<file path="src/rtl/ppt_pkg.sv">
// Shared types, register map and constants of the proximity presence tracker.
`timescale 1ns / 1ps

package ppt_pkg;

  // Field widths fixed by the interface.
  localparam int DIST_W      = 14;
  localparam int SHOWN_W     = 13;
  localparam int THRESH_W    = 13;
  localparam int MS_W        = 16;
  localparam int PDATA_W     = 32;
  localparam int PADDR_W     = 5;
  localparam int REG_IDX_W   = 3;

  // Module parameter defaults.
  localparam int TIME_BITS_DEF      = 32;
  localparam int DIST_FRAC_BITS_DEF = 4;

  // Range limits of a valid sample, in whole centimeters.
  localparam int DIST_MIN_CM = 2;
  localparam int DIST_MAX_CM = 500;

  // Filter weights out of 256.
  localparam logic [7:0] OLD_WEIGHT = 8'd166;
  localparam logic [7:0] NEW_WEIGHT = 8'd90;

  // Item commands.
  localparam logic CMD_SAMPLE = 1'b0;
  localparam logic CMD_QUERY  = 1'b1;

  // Register indexes (byte address / 4).
  localparam logic [REG_IDX_W-1:0] REG_ENTER_THRESHOLD     = 3'd0;
  localparam logic [REG_IDX_W-1:0] REG_EXIT_THRESHOLD      = 3'd1;
  localparam logic [REG_IDX_W-1:0] REG_STALE_LIMIT_MS      = 3'd2;
  localparam logic [REG_IDX_W-1:0] REG_PRESENT_HOLD_MS     = 3'd3;
  localparam logic [REG_IDX_W-1:0] REG_ABSENT_HOLD_MS      = 3'd4;
  localparam logic [REG_IDX_W-1:0] REG_SMILE_HOLD_MS       = 3'd5;
  localparam logic [REG_IDX_W-1:0] REG_SMILE_SHORTEN_MS    = 3'd6;

  // Register reset values.
  localparam logic [THRESH_W-1:0] ENTER_THRESHOLD_RST     = 13'd720;
  localparam logic [THRESH_W-1:0] EXIT_THRESHOLD_RST      = 13'd960;
  localparam logic [MS_W-1:0]     STALE_LIMIT_MS_RST      = 16'd2000;
  localparam logic [MS_W-1:0]     PRESENT_HOLD_MS_RST     = 16'd0;
  localparam logic [MS_W-1:0]     ABSENT_HOLD_MS_RST      = 16'd0;
  localparam logic [MS_W-1:0]     SMILE_HOLD_MS_RST       = 16'd5000;
  localparam logic [MS_W-1:0]     SMILE_SHORTEN_MS_RST    = 16'd3000;

  typedef struct packed {
    logic [THRESH_W-1:0] enter_threshold;
    logic [THRESH_W-1:0] exit_threshold;
    logic [MS_W-1:0]     stale_limit_ms;
    logic [MS_W-1:0]     present_hold_ms;
    logic [MS_W-1:0]     absent_hold_ms;
    logic [MS_W-1:0]     smile_hold_ms;
    logic [MS_W-1:0]     smile_shorten_ms;
  } cfg_t;

  typedef struct packed {
    logic               presence;
    logic               presence_rose;
    logic [SHOWN_W-1:0] shown_distance;
    logic               distance_fresh;
    logic               smile_active;
  } res_t;

endpackage

</file>
<file path="src/rtl/ppt_regs.sv">
// Configuration register file of the proximity presence tracker, APB-style port.
`timescale 1ns / 1ps

module ppt_regs (
  input  logic                         clk_i,
  input  logic                         rst_ni,
  input  logic                         psel,
  input  logic                         penable,
  input  logic                         pwrite,
  input  logic [ppt_pkg::PADDR_W-1:0]  paddr,
  input  logic [ppt_pkg::PDATA_W-1:0]  pwdata,
  output logic [ppt_pkg::PDATA_W-1:0]  prdata,
  output logic                         pready,
  output ppt_pkg::cfg_t                cfg_o
);

  ppt_pkg::cfg_t                       cfg_q;
  logic [ppt_pkg::REG_IDX_W-1:0]       idx;
  logic                                wr_en;

  assign pready = 1'b1;
  assign idx    = paddr[ppt_pkg::PADDR_W-1:2];
  assign wr_en  = psel && penable && pwrite && pready;
  assign cfg_o  = cfg_q;

  always_ff @(posedge clk_i or negedge rst_ni) begin
    if (!rst_ni) begin
      cfg_q.enter_threshold     <= ppt_pkg::ENTER_THRESHOLD_RST;
      cfg_q.exit_threshold      <= ppt_pkg::EXIT_THRESHOLD_RST;
      cfg_q.stale_limit_ms      <= ppt_pkg::STALE_LIMIT_MS_RST;
      cfg_q.present_hold_ms     <= ppt_pkg::PRESENT_HOLD_MS_RST;
      cfg_q.absent_hold_ms      <= ppt_pkg::ABSENT_HOLD_MS_RST;
      cfg_q.smile_hold_ms       <= ppt_pkg::SMILE_HOLD_MS_RST;
      cfg_q.smile_shorten_ms    <= ppt_pkg::SMILE_SHORTEN_MS_RST;
    end else if (wr_en) begin
      unique case (idx)
        ppt_pkg::REG_ENTER_THRESHOLD:
          cfg_q.enter_threshold <= pwdata[ppt_pkg::THRESH_W-1:0];
        ppt_pkg::REG_EXIT_THRESHOLD:
          cfg_q.exit_threshold <= pwdata[ppt_pkg::THRESH_W-1:0];
        ppt_pkg::REG_STALE_LIMIT_MS:
          cfg_q.stale_limit_ms <= pwdata[ppt_pkg::MS_W-1:0];
        ppt_pkg::REG_PRESENT_HOLD_MS:
          cfg_q.present_hold_ms <= pwdata[ppt_pkg::MS_W-1:0];
        ppt_pkg::REG_ABSENT_HOLD_MS:
          cfg_q.absent_hold_ms <= pwdata[ppt_pkg::MS_W-1:0];
        ppt_pkg::REG_SMILE_HOLD_MS:
          cfg_q.smile_hold_ms <= pwdata[ppt_pkg::MS_W-1:0];
        ppt_pkg::REG_SMILE_SHORTEN_MS:
          cfg_q.smile_shorten_ms <= pwdata[ppt_pkg::MS_W-1:0];
        default: begin
        end
      endcase
    end
  end

  always_comb begin
    unique case (idx)
      ppt_pkg::REG_ENTER_THRESHOLD:
        prdata = ppt_pkg::PDATA_W'(cfg_q.enter_threshold);
      ppt_pkg::REG_EXIT_THRESHOLD:
        prdata = ppt_pkg::PDATA_W'(cfg_q.exit_threshold);
      ppt_pkg::REG_STALE_LIMIT_MS:
        prdata = ppt_pkg::PDATA_W'(cfg_q.stale_limit_ms);
      ppt_pkg::REG_PRESENT_HOLD_MS:
        prdata = ppt_pkg::PDATA_W'(cfg_q.present_hold_ms);
      ppt_pkg::REG_ABSENT_HOLD_MS:
        prdata = ppt_pkg::PDATA_W'(cfg_q.absent_hold_ms);
      ppt_pkg::REG_SMILE_HOLD_MS:
        prdata = ppt_pkg::PDATA_W'(cfg_q.smile_hold_ms);
      ppt_pkg::REG_SMILE_SHORTEN_MS:
        prdata = ppt_pkg::PDATA_W'(cfg_q.smile_shorten_ms);
      default:
        prdata = '0;
    endcase
  end

endmodule

</file>
<file path="src/rtl/ppt_core.sv">
// Tracker state and its combinational update: filter, hysteresis, confirmation, smile timer.
`timescale 1ns / 1ps

module ppt_core #(
  parameter int TIME_BITS      = ppt_pkg::TIME_BITS_DEF,
  parameter int DIST_FRAC_BITS = ppt_pkg::DIST_FRAC_BITS_DEF
) (
  input  logic                        clk_i,
  input  logic                        rst_ni,
  input  ppt_pkg::cfg_t               cfg_i,
  input  logic                        step_i,
  input  logic                        command_i,
  input  logic [TIME_BITS-1:0]        now_ms_i,
  input  logic                        measure_ok_i,
  input  logic [ppt_pkg::DIST_W-1:0]  measured_distance_i,
  output ppt_pkg::res_t               res_o
);

  localparam logic [31:0] DistMin = 32'(ppt_pkg::DIST_MIN_CM << DIST_FRAC_BITS);
  localparam logic [31:0] DistMax = 32'(ppt_pkg::DIST_MAX_CM << DIST_FRAC_BITS);
  localparam int MixW = ppt_pkg::DIST_W + 9;

  logic [ppt_pkg::DIST_W-1:0] filt_q, filt_d;
  logic                       have_q, have_d;
  logic [TIME_BITS-1:0]       last_q, last_d;
  logic                       cand_q, cand_d;
  logic [TIME_BITS-1:0]       since_q, since_d;
  logic                       pres_q, pres_d;
  logic [TIME_BITS-1:0]       smile_q, smile_d;

  logic                       is_sample;
  logic                       dist_ok;
  logic [TIME_BITS-1:0]       age;
  logic                       fresh_old;
  logic                       detected;
  logic                       cand_chg;
  logic [TIME_BITS-1:0]       elapsed;
  logic [ppt_pkg::MS_W-1:0]   confirm;
  logic                       flip;
  logic                       gain;
  logic                       cut;
  logic [TIME_BITS-1:0]       smile_left;
  logic                       smile_old;
  logic [TIME_BITS-1:0]       hold_ext;
  logic [TIME_BITS-1:0]       shorten_ext;
  logic [MixW-1:0]            mix;
  logic                       fresh_new;
  logic                       smile_new;

  assign is_sample = (command_i == ppt_pkg::CMD_SAMPLE);
  assign dist_ok   = measure_ok_i && (32'(measured_distance_i) >= DistMin)
                     && (32'(measured_distance_i) <= DistMax);

  assign age       = now_ms_i - last_q;
  assign fresh_old = have_q && (age <= TIME_BITS'(cfg_i.stale_limit_ms));

  always_comb begin
    if (dist_ok) begin
      detected = pres_q ? (measured_distance_i <= ppt_pkg::DIST_W'(cfg_i.exit_threshold))
                        : (measured_distance_i <= ppt_pkg::DIST_W'(cfg_i.enter_threshold));
    end else if (!fresh_old) begin
      detected = 1'b0;
    end else begin
      detected = pres_q;
    end
  end

  // A new candidate starts its hold time at this sample, so it has zero elapsed time.
  assign cand_chg = is_sample && (detected != cand_q);
  assign cand_d   = cand_chg ? detected : cand_q;
  assign since_d  = cand_chg ? now_ms_i : since_q;
  assign elapsed  = cand_chg ? '0 : (now_ms_i - since_q);
  assign confirm  = cand_d ? cfg_i.present_hold_ms : cfg_i.absent_hold_ms;
  assign flip     = is_sample && (pres_q != cand_d) && (elapsed >= TIME_BITS'(confirm));
  assign gain     = flip && cand_d;

  assign smile_left  = smile_q - now_ms_i;
  assign smile_old   = (smile_left != '0) && !smile_left[TIME_BITS-1];
  assign cut         = flip && !cand_d && smile_old;
  assign hold_ext    = TIME_BITS'(cfg_i.smile_hold_ms);
  assign shorten_ext = TIME_BITS'(cfg_i.smile_shorten_ms);

  assign pres_d = flip ? cand_d : pres_q;

  // A freshly set deadline lies exactly hold (or shorten) milliseconds ahead.
  always_comb begin
    if (gain) begin
      smile_d   = now_ms_i + hold_ext;
      smile_new = (hold_ext != '0) && !hold_ext[TIME_BITS-1];
    end else if (cut) begin
      smile_d   = now_ms_i + shorten_ext;
      smile_new = (shorten_ext != '0) && !shorten_ext[TIME_BITS-1];
    end else begin
      smile_d   = smile_q;
      smile_new = smile_old;
    end
  end

  assign mix = MixW'(filt_q) * MixW'(ppt_pkg::OLD_WEIGHT)
             + MixW'(measured_distance_i) * MixW'(ppt_pkg::NEW_WEIGHT);

  always_comb begin
    filt_d = filt_q;
    have_d = have_q;
    last_d = last_q;
    if (is_sample && dist_ok) begin
      filt_d = have_q ? mix[ppt_pkg::DIST_W+7:8] : measured_distance_i;
      have_d = 1'b1;
      last_d = now_ms_i;
    end
  end

  assign fresh_new = (is_sample && dist_ok) || fresh_old;

  always_comb begin
    res_o.presence       = pres_d;
    res_o.presence_rose  = gain;
    res_o.shown_distance = fresh_new ? filt_d[ppt_pkg::SHOWN_W-1:0] : '0;
    res_o.distance_fresh = fresh_new;
    res_o.smile_active   = smile_new;
  end

  always_ff @(posedge clk_i or negedge rst_ni) begin
    if (!rst_ni) begin
      filt_q  <= '0;
      have_q  <= 1'b0;
      last_q  <= '0;
      cand_q  <= 1'b0;
      since_q <= '0;
      pres_q  <= 1'b0;
      smile_q <= '0;
    end else if (step_i) begin
      filt_q  <= filt_d;
      have_q  <= have_d;
      last_q  <= last_d;
      cand_q  <= cand_d;
      since_q <= since_d;
      pres_q  <= pres_d;
      smile_q <= smile_d;
    end
  end

endmodule

</file>
<file path="src/rtl/proximity_presence_tracker.sv">
// Top level of the proximity presence tracker: input register, tracker core, result register.
`timescale 1ns / 1ps

// Usage
// The input channel (in_valid_i / in_stall_o) carries one word per range sample or frame
// query: command_i, now_ms_i, measure_ok_i and measured_distance_i. A word is taken at a
// rising edge where in_valid_i is high and in_stall_o is low. Every word produces exactly
// one result word on the output channel (out_valid_o / out_stall_i): presence, the rise
// pulse, the shown distance, its freshness and the smile flag.
// A word accepted into the input register advances once the result register is free: at
// that edge the tracker state is updated and the result is loaded into the result register,
// which then offers it. Throughput is one word per cycle while the receiver does not stall:
// the whole update (filter multiply-add, threshold compares, time differences) is one
// pass of logic between the input register and the result register, and the state
// feedback closes within that same cycle.
// When the receiver stalls, the result register holds its word and the input register
// holds the next one; only then is in_stall_o raised, so at most two words are in flight.
// Reset clears both registers' valid flags and all tracker state, and loads the
// configuration registers with their defaults. Configuration is written through the
// APB-style port by the user only while no word is in flight; the block does not enforce it.

module proximity_presence_tracker #(
  parameter int TIME_BITS      = ppt_pkg::TIME_BITS_DEF,
  parameter int DIST_FRAC_BITS = ppt_pkg::DIST_FRAC_BITS_DEF
) (
  input  logic                          clk_i,
  input  logic                          rst_ni,
  // configuration port
  input  logic                          psel,
  input  logic                          penable,
  input  logic                          pwrite,
  input  logic [ppt_pkg::PADDR_W-1:0]   paddr,
  input  logic [ppt_pkg::PDATA_W-1:0]   pwdata,
  output logic [ppt_pkg::PDATA_W-1:0]   prdata,
  output logic                          pready,
  // input channel
  input  logic                          in_valid_i,
  output logic                          in_stall_o,
  input  logic                          command_i,
  input  logic [TIME_BITS-1:0]          now_ms_i,
  input  logic                          measure_ok_i,
  input  logic [ppt_pkg::DIST_W-1:0]    measured_distance_i,
  // output channel
  output logic                          out_valid_o,
  input  logic                          out_stall_i,
  output logic                          presence_o,
  output logic                          presence_rose_o,
  output logic [ppt_pkg::SHOWN_W-1:0]   shown_distance_o,
  output logic                          distance_fresh_o,
  output logic                          smile_active_o
);

  ppt_pkg::cfg_t               cfg;
  ppt_pkg::res_t               res;
  ppt_pkg::res_t               res_q;

  // Input register.
  logic                        in_valid_q, in_valid_d;
  logic                        cmd_q;
  logic [TIME_BITS-1:0]        now_q;
  logic                        ok_q;
  logic [ppt_pkg::DIST_W-1:0]  dist_q;

  logic                        out_valid_q, out_valid_d;
  logic                        out_free;
  logic                        step;
  logic                        in_take;

  ppt_regs u_regs (
    .clk_i   (clk_i),
    .rst_ni  (rst_ni),
    .psel    (psel),
    .penable (penable),
    .pwrite  (pwrite),
    .paddr   (paddr),
    .pwdata  (pwdata),
    .prdata  (prdata),
    .pready  (pready),
    .cfg_o   (cfg)
  );

  ppt_core #(
    .TIME_BITS      (TIME_BITS),
    .DIST_FRAC_BITS (DIST_FRAC_BITS)
  ) u_core (
    .clk_i               (clk_i),
    .rst_ni              (rst_ni),
    .cfg_i               (cfg),
    .step_i              (step),
    .command_i           (cmd_q),
    .now_ms_i            (now_q),
    .measure_ok_i        (ok_q),
    .measured_distance_i (dist_q),
    .res_o               (res)
  );

  // The result register can take a new word when it is empty or being drained now.
  assign out_free   = !out_valid_q || !out_stall_i;
  assign step       = in_valid_q && out_free;
  assign in_stall_o = in_valid_q && !out_free;
  assign in_take    = in_valid_i && !in_stall_o;

  assign in_valid_d  = in_take ? 1'b1 : (step ? 1'b0 : in_valid_q);
  assign out_valid_d = step ? 1'b1 : (out_free ? 1'b0 : out_valid_q);

  always_ff @(posedge clk_i or negedge rst_ni) begin
    if (!rst_ni) begin
      in_valid_q  <= 1'b0;
      out_valid_q <= 1'b0;
    end else begin
      in_valid_q  <= in_valid_d;
      out_valid_q <= out_valid_d;
    end
  end

  always_ff @(posedge clk_i) begin
    if (in_take) begin
      cmd_q  <= command_i;
      now_q  <= now_ms_i;
      ok_q   <= measure_ok_i;
      dist_q <= measured_distance_i;
    end
    if (step) begin
      res_q <= res;
    end
  end

  assign out_valid_o      = out_valid_q;
  assign presence_o       = res_q.presence;
  assign presence_rose_o  = res_q.presence_rose;
  assign shown_distance_o = res_q.shown_distance;
  assign distance_fresh_o = res_q.distance_fresh;
  assign smile_active_o   = res_q.smile_active;

  // The input side is only held back while a word waits in the input register.
  a_stall_needs_word: assert property (@(posedge clk_i) disable iff (!rst_ni)
    in_stall_o |-> in_valid_q)
    else $error("input stalled with an empty input register");

  // An accepted word is always held in the input register at the next edge.
  a_take_lands: assert property (@(posedge clk_i) disable iff (!rst_ni)
    in_take |=> in_valid_q)
    else $error("accepted word lost from the input register");

  // A rise pulse always comes with presence set.
  a_rose_present: assert property (@(posedge clk_i) disable iff (!rst_ni)
    (out_valid_o && presence_rose_o) |-> presence_o)
    else $error("presence rise reported without presence");

  // A stale or missing distance is shown as zero.
  a_stale_zero: assert property (@(posedge clk_i) disable iff (!rst_ni)
    (out_valid_o && !distance_fresh_o) |-> (shown_distance_o == '0))
    else $error("distance shown while not fresh");

  // A word that advances while the result register is stalled would overwrite a result.
  a_no_overwrite: assert property (@(posedge clk_i) disable iff (!rst_ni)
    (out_valid_q && out_stall_i) |-> !step)
    else $error("result overwritten while stalled");

endmodule

</file>
<file path="config.mk">
export PLATFORM = sky130hd
export DESIGN_NAME = proximity_presence_tracker
export DESIGN_NICKNAME = d
export VERILOG_FILES = /design/src/rtl/ppt_pkg.sv /design/src/rtl/ppt_regs.sv /design/src/rtl/ppt_core.sv /design/src/rtl/proximity_presence_tracker.sv
export SDC_FILE = /design/constraint.sdc
export NUM_CORES = 1
export LEC_CHECK = 0
export ABC_AREA = 1
export ABC_CLOCK_PERIOD_IN_PS = 8900
export BUFFER_PORTS_ARGS = -buffer_cell sky130_fd_sc_hd__buf_2
export CORE_UTILIZATION = 50
export DETAILED_ROUTE_END_ITERATION = 7
export PLACE_DENSITY = 0.74
export SYNTH_ARGS = -nofsm -noshare
export SYNTH_HDL_FRONTEND = slang
export SYNTH_HIERARCHICAL = 1
export SYNTH_SLANG_ARGS = --single-unit
</file>
<file path="constraint.sdc">
create_clock -name clk_i -period 8.9 [get_ports clk_i]
set_input_delay 1.78 -clock clk_i [delete_from_list [all_inputs] [get_ports clk_i]]
set_output_delay 1.78 -clock clk_i [all_outputs]
set_load 0.005 [all_outputs]
</file>
==> metrics.md <==
| Metric | Value |
|---|---|
| Final period util | a little over 90% |
| Die area | approximately 54000 um^2 |
| Max_slew headroom | between 20% and 30% |
| Synthesized area | 26400 um^2 |
| Largest area contributor in the netlist | dfrtp_1 |
| WL/cell | roughly 17 um |
| Critical Path AT | between 8 and 9 ns |
| DRT iter0 DRCs | approximately 1900 |
| Vias | about 25000 |
| FF+latch count, synth | 286 |
| Achievable frequency | roughly 120 MHz |
| Adder-cell share of the synthesized area | around 17% |
| Final hold violation count | 0 |
| Sw frac | 51.7% |
| Top cells by area, synth | dfrtp_1 (18%), nand2_1 (14%), ha_1 (13%) |
| Die H | between 200 and 250 um |
| First-pass GRT wire length | around 120 mm |
| WP buf/inv | 4 |
| Hold crit path type | reg -> reg |
| Top cells by count, synth | nand2_1 (999), inv_1 (640), ha_1 (284) |
| Largest net degree at the start of global routing | 100 |
| Seq/Total Area, Yosys | between 20% and 30% |
| FF+latch area | 7510 um^2 |
| Post-synthesis compound-gate area fraction | 12.1% |
| Pwr Total | 0.0113 W |
| Number of synthesized flops with an enable pin | 65 |
| Crit-path max FO | 17 |
| WL final | 76.6 mm |
| Xor/xnor share of the synthesized area | under 10% |
| Main flop type after synthesis | dfrtp_1 |
| Area occupied by multi-input gates | about 16000 um^2 |
| PostCTS Resize Cnt | 0 |
| Top Family by Delay on Critical Path | simple AND/OR/NAND/NOR gates |
| Dpl ws | 0.392 ns |
| Switching power | around 0.0058 W |
| Seq pwr share | between 15 and 20% |
| H-Tree Depth | 2 |
| Unrepaired setup endpoints after global routing | no |
| Max-slew violations | 0 |
| Largest family of logic cells by synthesized area | simple AND/OR/NAND/NOR gates |
| CP Capture Type | register |
| Final min period | about 8 ns |
| Total global routing overflow | 0 |
| Setup TNS | 0 ns |
| GPL Wtd Cong | between 0.9 and 1 |
| Post-synthesis cell type count | 56 |
| Critical Path RT | about 9.4 ns |
| DRT Pass-1 Iters | 6 |
| FP Rows | 83 |
| Status | finished clean |
| R2R Setup Slk | roughly 0.66 ns |
| Filler instances | between 5000 and 6000 |
| Setup-failing EPs final | 0 |
| Critical path type | reg -> reg |
| CP Launch Type | register |
| Hpwl dp | between 50 and 60 mm |
| ANT nets after route | 0 |
| CTS root buffer | clkbuf_16 |
| Clock Latency Late Sink | 0.56 ns |
| Hold_buf cts | 0 |
| Post-synth top area share | a little under a fifth |
| Syn avg cell area | 7.08 um^2 |
| Final Util | a little under three fifths |
| Leakage | 15.4 nW |
| Mux share of post-synthesis cell area | less than 1% |
| Diode count | 0 |
| I/O pins | between 100 and 150 |
| Post-CTS Setup Bufs | 0 |
| Initial Util | around half |
| Maximum VDD drop | around 0.00063 V |
| Share of flip-flops with an asynchronous set or reset | approximately 77% |
| Simple-Gate Fraction of Synth Area | a little over a quarter |
| Worst-path clk slew | 0.05 ns |
| Internal | approximately 0.0055 W |
| Nets | between 4000 and 5000 |
| Setup ws final | between 0.6 and 0.7 ns |
| Synth warnings | 6 |
| Worst path most repeated cell | nand2_1 |
| CTS sink cnt | between 200 and 300 |
| Post-synthesis cell count | 3729 |
| Clock Power Share | 13.1% |
| Core Region | 51700 um^2 |
| Layout cells sized above 1 | about 8% |
| Logic pwr share | between 60% and 70% |
| Gr usage total | about 29% |
| Most numerous cell in the Yosys netlist | nand2_1 |
| Post-synthesis to final-layout area growth | 8.96% |
| DR vias/cell | between 5 and 6 |
| Die X-Extent | between 200 and 250 um |
| Initial antenna violation count | 0 |
| Pwr Density | approximately 390 nW/um^2 |
| Vias in the first global route | ~23000 |
| CTS buffer count | 36 |
| Worst-Margin Slew | 1.18 ns |
| # DRC | 0 |
| Slowest stage delay, CP | between 0.4 and 0.5 ns |
| Max-capacitance violation count | 0 |
| I/O Buffers | roughly 110 |
| Max clock buf depth | 3 |
| CTS tree | yes |
| Final Skew | roughly 0.017 ns |
| Worst-path cell with the longest stage delay | edfxtp_1 |
[tightest hold or removal path, delay by kind of cell, from the launching register on]
| kind | cells | cell delay, ns |
|---|---|---|
| DFF | 1 | 0.34 |
| AOI/OAI and AO/OA | 1 | 0.06 |
| and+or+nand+nor | 1 | 0.05 |
[stage by stage]
step / cells / hold WS (ns) / cell area (um^2)
after floorplan: 3744 / 0.449 / 26500
after global placement: 4452 / 0.466 / 27500
after detailed placement: 4452 / 0.471 / 27500
after CTS: 4518 / 0.485 / 28700
after global routing: 4519 / 0.499 / 28800
final: 4519 / 0.482 / 28800
[layout make-up]
| class | count | area share, % |
|---|---|---|
| multi-input combinational | 2696 | 55.5 |
| inverter | 652 | 8.51 |
| sequential | 286 | 26.1 |
| timing repair buffer | 139 | 2.72 |
| tap | 680 | 2.96 |
| clock buffer | 53 | 3.74 |
| clock inverter | 13 | 0.461 |
[cells in the final DEF, fill, tap and decap left out, drive strengths merged, types with 26 or more instances in the layout]
cell type  Yosys  layout
edfxtp        65      65
nor2         271     272
nand4        136     136
fa            44      44
nand3        144     144
o21ai        296     296
nand2       1018    1018
xnor2         32      32
dfstp         26      26
xor2          92      92
inv          650     651
dfrtp        195     195
clkbuf        50      53
nor3          31      31
a21oi        190     190
buf           61     139
ha           284     284
[sequential cells by signal, summed over array words and instances, names as in the netlist, 13 cells and up]
signal,cells
dist_q,14
u_core/last_q,32
u_regs/cfg_o,106
shown_distance_o,13
u_core/filt_q,14
now_q,32
u_core/smile_q,32
u_core/since_q,32
[cell families (layout without fill, tap and decap cells)]
| group | count (synthesis) | in the layout |
|---|---|---|
| buf+inv | 763 | 857 |
| other cells | 2 | 17 |
| xor+xnor | 124 | 124 |
| simple gates | 1632 | 1633 |
| flops | 286 | 286 |
| compound gates | 579 | 579 |
| mux | 15 | 15 |
| fa+ha+maj | 328 | 328 |
[worst paths after layout]
| path | cells past startpoint | from | end |
|---|---|---|---|
| worst max-delay path | 53 | now_q[0] | u_core/smile_q[31] |
| worst max register to register | 53 | now_q[0] | u_core/smile_q[31] |
| max in group asynchronous | 2 | rst_ni | u_regs/cfg_o[13] |
| min in group asynchronous | 1 | rst_ni | u_core/last_q[22] |
| worst min-delay path | 2 | u_core/since_q[10] | u_core/since_q[10] |
| worst min register to register | 2 | u_core/since_q[10] | u_core/since_q[10] |
[power by group through the flow]
stage	clock network, W	registers [W]	logic [W]
3_3_place_gp	0	0.00197	0.00758
5_1_grt	0.00157	0.00200	0.00896
3_5_place_dp	0	0.00197	0.00767
6_report	0.00148	0.00196	0.00786
2_1_floorplan	0	0.00187	0.00601
4_1_cts	0.00151	0.00196	0.00773
[layer usage]
| metal | vias up | share of wire, % | GRT usage [%] |
|---|---|---|---|
| li1 | 12205 | - | - |
| met1 | 11407 | 44 | 38.4 |
| met2 | 810 | 46 | 46.8 |
| met3 | 149 | 5.9 | 3.52 |
| met4 | 0 | 3.7 | 11.1 |
| met5 | - | 0 | 0 |
Note: power is estimated with default switching activity, not from simulation.
